--- src/sv/grlb_pkg.sv ---
// Shared types and constants for the greedy round load balancer.
package grlb_pkg;

  localparam int WORKERS       = 4;
  localparam int WEIGHT_BITS   = 12;
  localparam int IDX_BITS      = 2;
  localparam int LOAD_BITS_DEF = 16;

  typedef logic [WEIGHT_BITS-1:0] weight_t;
  typedef logic [IDX_BITS-1:0]    idx_t;
  typedef weight_t [WORKERS-1:0]  weight_vec_t;
  typedef idx_t [WORKERS-1:0]     rank_vec_t;

  typedef struct packed {
    weight_t job_weight_0;
    weight_t job_weight_1;
    weight_t job_weight_2;
    weight_t job_weight_3;
    logic    new_period;
  } job_t;

  typedef struct packed {
    weight_t assigned_0;
    weight_t assigned_1;
    weight_t assigned_2;
    weight_t assigned_3;
    idx_t    round_best;
    idx_t    period_leader;
  } result_t;

endpackage

--- src/sv/grlb_sort.sv ---
// Odd-even transposition network that sorts one round of weights, largest first.
module grlb_sort
  import grlb_pkg::*;
(
  input  weight_vec_t weights,
  output weight_vec_t sorted
);

  // Run one compare-exchange layer per worker, alternating even and odd pairs
  always_comb begin
    weight_vec_t stage;
    weight_t     tmp;
    stage = weights;
    tmp   = '0;
    for (int r = 0; r < WORKERS; r++) begin
      for (int k = 0; k < WORKERS - 1; k++) begin
        if (((k + r) & 1) == 0) begin
          if (stage[k] < stage[k+1]) begin
            tmp        = stage[k];
            stage[k]   = stage[k+1];
            stage[k+1] = tmp;
          end
        end
      end
    end
    sorted = stage;
  end

endmodule

--- src/sv/grlb_rank.sv ---
// Ranks workers by load, ascending, with ties going to the lower index.
module grlb_rank
  import grlb_pkg::*;
#(
  parameter int LOAD_BITS = LOAD_BITS_DEF
)
(
  input  logic [WORKERS-1:0][LOAD_BITS-1:0] loads,
  output rank_vec_t                         ranks
);

  // Count the workers that sit ahead of each worker
  always_comb begin
    idx_t cnt;
    cnt = '0;
    for (int i = 0; i < WORKERS; i++) begin
      cnt = '0;
      for (int j = 0; j < WORKERS; j++) begin
        if ((loads[j] < loads[i]) || ((loads[j] == loads[i]) && (j < i))) begin
          cnt = cnt + idx_t'(1);
        end
      end
      ranks[i] = cnt;
    end
  end

endmodule

--- src/sv/greedy_round_load_balancer_unit.sv ---
// Greedy round load balancer: hands each round of jobs to workers by current load.
//
// One round (four job weights) is accepted per clock cycle while job_stall is
// low. The round is held in the input register while the sort, rank, assign
// and load update run in a single pass into the result register, from which the
// result is presented. The per-worker load registers close a loop through that
// pass, which is what sets the rate of one round per cycle while unstalled. The
// least-loaded worker takes the biggest job; loads saturate at 2**LOAD_BITS-1
// and a round with new_period set starts from all loads cleared. round_best is
// the last worker holding the largest assignment; period_leader is the first
// worker with the strictly greatest load above zero, else worker 0. Stall on the
// result side backs up into the input side without dropping a transaction.
module greedy_round_load_balancer_unit
  import grlb_pkg::*;
#(
  parameter int LOAD_BITS = LOAD_BITS_DEF
)
(
  input  logic    clk,
  input  logic    rst,
  input  logic    job_valid,
  output logic    job_stall,
  input  job_t    job_data,
  output logic    result_valid,
  input  logic    result_stall,
  output result_t result_data
);

  localparam int SUM_BITS = ((LOAD_BITS > WEIGHT_BITS) ? LOAD_BITS : WEIGHT_BITS) + 1;

  logic                              s1_valid;
  job_t                              s1_data;
  logic [WORKERS-1:0][LOAD_BITS-1:0] worker_load;
  logic [WORKERS-1:0][LOAD_BITS-1:0] cur_load;
  logic [WORKERS-1:0][LOAD_BITS-1:0] worker_load_next;
  weight_vec_t                       weights;
  weight_vec_t                       sorted;
  weight_vec_t                       given;
  rank_vec_t                         ranks;
  idx_t                              best_idx;
  idx_t                              lead_idx;
  result_t                           result_next;
  logic                              out_free;
  logic                              move;

  // Handshake: the result register frees when empty or taken
  assign out_free  = !result_valid || !result_stall;
  assign move      = s1_valid && out_free;
  assign job_stall = s1_valid && !out_free;

  // Hold the accepted round in the input register
  always_ff @(posedge clk) begin
    if (rst) begin
      s1_valid <= 1'b0;
    end else if (!job_stall) begin
      s1_valid <= job_valid;
    end
  end

  always_ff @(posedge clk) begin
    if (!job_stall && job_valid) begin
      s1_data <= job_data;
    end
  end

  // Start from cleared loads when a new period begins
  assign cur_load = s1_data.new_period ? '0 : worker_load;

  assign weights[0] = s1_data.job_weight_0;
  assign weights[1] = s1_data.job_weight_1;
  assign weights[2] = s1_data.job_weight_2;
  assign weights[3] = s1_data.job_weight_3;

  grlb_sort u_sort (
    .weights (weights),
    .sorted  (sorted)
  );

  grlb_rank #(
    .LOAD_BITS (LOAD_BITS)
  ) u_rank (
    .loads (cur_load),
    .ranks (ranks)
  );

  // Give each worker the job matching its rank and add it with saturation
  always_comb begin
    logic [SUM_BITS-1:0] sum;
    sum = '0;
    for (int i = 0; i < WORKERS; i++) begin
      given[i] = sorted[ranks[i]];
      sum      = SUM_BITS'(cur_load[i]) + SUM_BITS'(given[i]);
      if (sum > SUM_BITS'({LOAD_BITS{1'b1}})) begin
        worker_load_next[i] = '1;
      end else begin
        worker_load_next[i] = sum[LOAD_BITS-1:0];
      end
    end
  end

  // Pick the last worker with the largest assignment
  always_comb begin
    weight_t best_val;
    best_val = '0;
    best_idx = '0;
    for (int i = 0; i < WORKERS; i++) begin
      if (given[i] >= best_val) begin
        best_val = given[i];
        best_idx = idx_t'(i);
      end
    end
  end

  // Pick the first worker with the strictly greatest updated load
  always_comb begin
    logic [LOAD_BITS-1:0] lead_val;
    lead_val = '0;
    lead_idx = '0;
    for (int i = 0; i < WORKERS; i++) begin
      if (worker_load_next[i] > lead_val) begin
        lead_val = worker_load_next[i];
        lead_idx = idx_t'(i);
      end
    end
  end

  always_comb begin
    result_next.assigned_0    = given[0];
    result_next.assigned_1    = given[1];
    result_next.assigned_2    = given[2];
    result_next.assigned_3    = given[3];
    result_next.round_best    = best_idx;
    result_next.period_leader = lead_idx;
  end

  // Advance loads and the result register together
  always_ff @(posedge clk) begin
    if (rst) begin
      worker_load  <= '0;
      result_valid <= 1'b0;
    end else begin
      if (move) begin
        worker_load <= worker_load_next;
      end
      if (out_free) begin
        result_valid <= s1_valid;
      end
    end
  end

  always_ff @(posedge clk) begin
    if (move) begin
      result_data <= result_next;
    end
  end

  // Checks
  weight_vec_t out_given;
  assign out_given[0] = result_data.assigned_0;
  assign out_given[1] = result_data.assigned_1;
  assign out_given[2] = result_data.assigned_2;
  assign out_given[3] = result_data.assigned_3;

  a_load_hold: assert property (@(posedge clk) disable iff (rst)
    !move |=> $stable(worker_load))
    else $error("worker loads changed without a transaction moving");

  a_best_is_max: assert property (@(posedge clk) disable iff (rst)
    result_valid |-> (out_given[result_data.round_best] >= out_given[0]) &&
                     (out_given[result_data.round_best] >= out_given[1]) &&
                     (out_given[result_data.round_best] >= out_given[2]) &&
                     (out_given[result_data.round_best] >= out_given[3]))
    else $error("round_best does not hold the largest assignment");

  a_leader_loaded: assert property (@(posedge clk) disable iff (rst)
    result_valid && (result_data.period_leader != '0)
      |-> (worker_load[result_data.period_leader] != '0))
    else $error("period_leader points at an idle worker");

  a_reset_empty: assert property (@(posedge clk)
    $past(rst) |-> !result_valid && !s1_valid)
    else $error("pipeline not empty after reset");

endmodule
--- config.mk ---
export PLATFORM = sky130hd
export DESIGN_NAME = greedy_round_load_balancer_unit
export DESIGN_NICKNAME = d
export VERILOG_FILES = /design/src/sv/grlb_pkg.sv /design/src/sv/grlb_sort.sv /design/src/sv/grlb_rank.sv /design/src/sv/greedy_round_load_balancer_unit.sv
export SDC_FILE = /design/constraint.sdc
export NUM_CORES = 1
export LEC_CHECK = 0
export BUFFER_PORTS_ARGS = -buffer_cell sky130_fd_sc_hd__buf_2
export CAP_MARGIN = 10
export CORE_MARGIN = 2
export CORE_UTILIZATION = 64
export CTS_CLUSTER_SIZE = 10
export DETAILED_ROUTE_END_ITERATION = 10
export MAX_ROUTING_LAYER = met4
export PLACE_DENSITY = 0.83
export SYNTH_ARGS = -nofsm -noshare
export SYNTH_HDL_FRONTEND = slang
export SYNTH_HIERARCHICAL = 1
export SYNTH_SLANG_ARGS = --single-unit
--- constraint.sdc ---
create_clock -name clk -period 20.4 [get_ports clk]
set_clock_uncertainty 0.05 [all_clocks]
set_input_delay 2.04 -clock clk [delete_from_list [all_inputs] [get_ports clk]]
set_output_delay 2.04 -clock clk [all_outputs]
set_load 0.01 [all_outputs]
==> results.txt <==
WS Path Type: flip-flop to flip-flop
Worst EP arrival: 19,530 ps
clock latency on the worst-skew pair: 460 ps
final setup fails: 0
mean post-synth cell area: 8.96 sq um
H-tree depth: 4
FF-to-FF path depth: 75
Syn-to-layout area delta: 8.12%
Hold Path Class: flip-flop to flip-flop
asr flop ratio synth: 0%
main area contributors after synthesis: ha_1, edfxtp_1, dfxtp_1
mapped cell area: 18,700 sq um
final WL: 63.7 mm
Placement Cell Area: 19,600 sq um
capturing point of the worst reg2reg path: result_data[1]
number of distinct library cells after synthesis: 117
Multi-input gate area: 13,400 sq um
status: finished, final reports clean
Synth top area share: 19.9%
crit path max-delay cell type: a2111oi_1
# placed instances: 2,520
Post-Synth XOR/XNOR Area: 1.97%
fillers: 2,221
DIE AREA: 30,600 sq um
most area-hungry cell type in the Yosys netlist: ha_1
CTS sink cnt: 167
Rel. slew slack: 25.4%
DP Wirelength: 50.1 mm
DRC: 0
number of global-route vias before repair: 16,700
synth warn: 6
Final Hold Viols: 0
PortBufs: 106
vias: 17,600
register area share after synthesis: 23.3%
CTS Root Cell: clkbuf_16
CP startpoint kind: flip-flop
worst-case clock buffer depth: 2
Min-Delay Endpoint: worker_load[36]
min Tclk post-route: 19,400 ps
origin of the critical flop-to-flop path: s1_data[30]
CTS Hold Bufs: 0
I/O pins: 107
Post-Synthesis Cells: 2,085
final cell count without fillers: 2,553
core area: 28,700 sq um
post-synthesis mux area share: 11.4%
TritonCTS clock tree: built
max cap viols: 0
number of enable flip-flop cells after synthesis: 101
Vert. Die Dim: 175 um
routed length per placed instance: 24.9 um
TritonRoute pass-1 iters: 6
post-route cell area: 20,200 sq um
vias per cell: 6.88
Clock Pin Slew Worst Setup and Hold Paths: 80 ps
grt ovf: 0
crit path max fanout: 27
worst hold slack: 409 ps
Compound-Gate Fraction of Synth Area: 21.2%
Reg area: 4350 sq um
Final nets: 2,509
setup slack, reg-to-reg: 1000 ps
register bit total from synthesis: 167
row count: 62
critical path data required time: 20,540 ps
Die Span X: 175 um
CP peak stage delay: 580 ps
largest family of logic cells by synthesized area: compound AO/OA/AOI/OAI gates
Worst-Margin Slew: 1120 ps
simple-gate share of the synthesized area: 16.4%
fin. max-slew vios: 0
fmax: 51.6 MHz
synthesized net count: 2,439
critical path capture point type: flip-flop
top-count cell post-synth: ha_1
largest net degree at the start of global routing: 98
most frequent cells after synthesis: ha_1, nor2_1, inv_1, a21oi_1, nand2_1
final RePlAce weighted congestion: 1.05
unrepaired setup endpoints after global routing: false
antenna viol nets, final: 0
Fin Setup TNS: 0 ps
Hold Path Cell Cnt: 2
total CTS buffers: 17
Initial Util: 65.1%
initial antenna violation count: 1
synthesized-area fraction occupied by adder cells: 20.3%
final period utilization: 95.1%
top_reg_cell synth: edfxtp_1
Hold Crit Start: worker_load[36]
Iter 0 DRT Violations: 2,035
most frequent CP cell: ha_1
all-layer global routing usage: 42.8%
first-pass GRT wire length: 96.8 mm
fraction of layout cells with a size suffix above 1: 14.3%
[per-layer routing]
layer	track usage [%]	vias up	wire [um]
met1	50.5	8291	24300
met3	10.5	302	6380
li1	-	7936	-
met4	24.7	0	4250
met2	66.7	1026	28700
met5	-	-	0
[cells by family (layout without fill, tap and decap cells)]
group                    Yosys count  after routing
buffers and inverters            253            336
AO/OA/AOI/OAI                    570            570
adder cells (fa/ha/maj)          301            301
AND/OR/NAND/NOR                  605            605
flip-flops                       167            167
multiplexers                     147            147
other                              0              1
XOR/XNOR                          42             42
[flip-flops by register name (all words and copies together), names as in the netlist]
| register | count |
|---|---|
| result_valid | 1 |
| result_data | 52 |
| worker_load | 64 |
| s1_data | 49 |
| s1_valid | 1 |
[final cells by class]
| class | instances | area share [%] |
|---|---|---|
| clock buffers | 20 | 2.37 |
| repair buffers | 129 | 3.48 |
| diodes | 1 | 0.0124 |
| clock inverters | 12 | 0.688 |
| multi-input cells | 1665 | 66.2 |
| well taps | 384 | 2.38 |
| flip-flops and latches | 167 | 21.6 |
| inverters | 175 | 3.27 |
[what timing repair did]
action | 4_1_cts | 5_1_grt
setup endpoints to repair | 0 | 2
gates resized for setup | 0 | 6
buffers inserted | 0 | 0
[through the flow]
stage	util, %	setup slack [ps]
3_5_place_dp	68.1	692
5_1_grt	70.4	61.6
3_3_place_gp	68.1	998
2_1_floorplan	-	3890
4_1_cts	70.3	584
6_report	70.4	1000
[worst max-delay path by stage]
stage,from,endpoint,slack [ps]
detailed placement,s1_data[30],result_data[1],690
floorplan,s1_data[6],result_data[1],3890
finish,s1_data[30],result_data[1],1000
global route,s1_data[30],result_data[1],60
CTS,s1_data[30],result_data[1],580
global placement,s1_data[30],result_data[0],1000
[worst max-delay path: cells and delay by family (launching register included)]
family          cells  cell delay, ps
xor+xnor            1             150
flops               1             520
mux                 6            2280
fa+ha+maj           8            2560
simple gates       22            4470
buf+inv             7            1550
compound gates     31            7490
[placed cells by master, fill, tap and decap left out, types with 35 or more instances in the layout]
cell        n
nor2_1    189
buf_2     106
edfxtp_1  101
inv_1     173
mux4_2     48
mux2i_1    69
nand2_1   105
a211oi_1   57
nand3_1    35
o21ai_0    91
a21o_1     71
nand4_1    37
dfxtp_1    66
a21oi_1   159
nor3_1     47
ha_1      297
nor2b_1    73
Power is not shown: default switching activity piles up to over one toggle a cycle in this logic, so the estimate is an artifact.
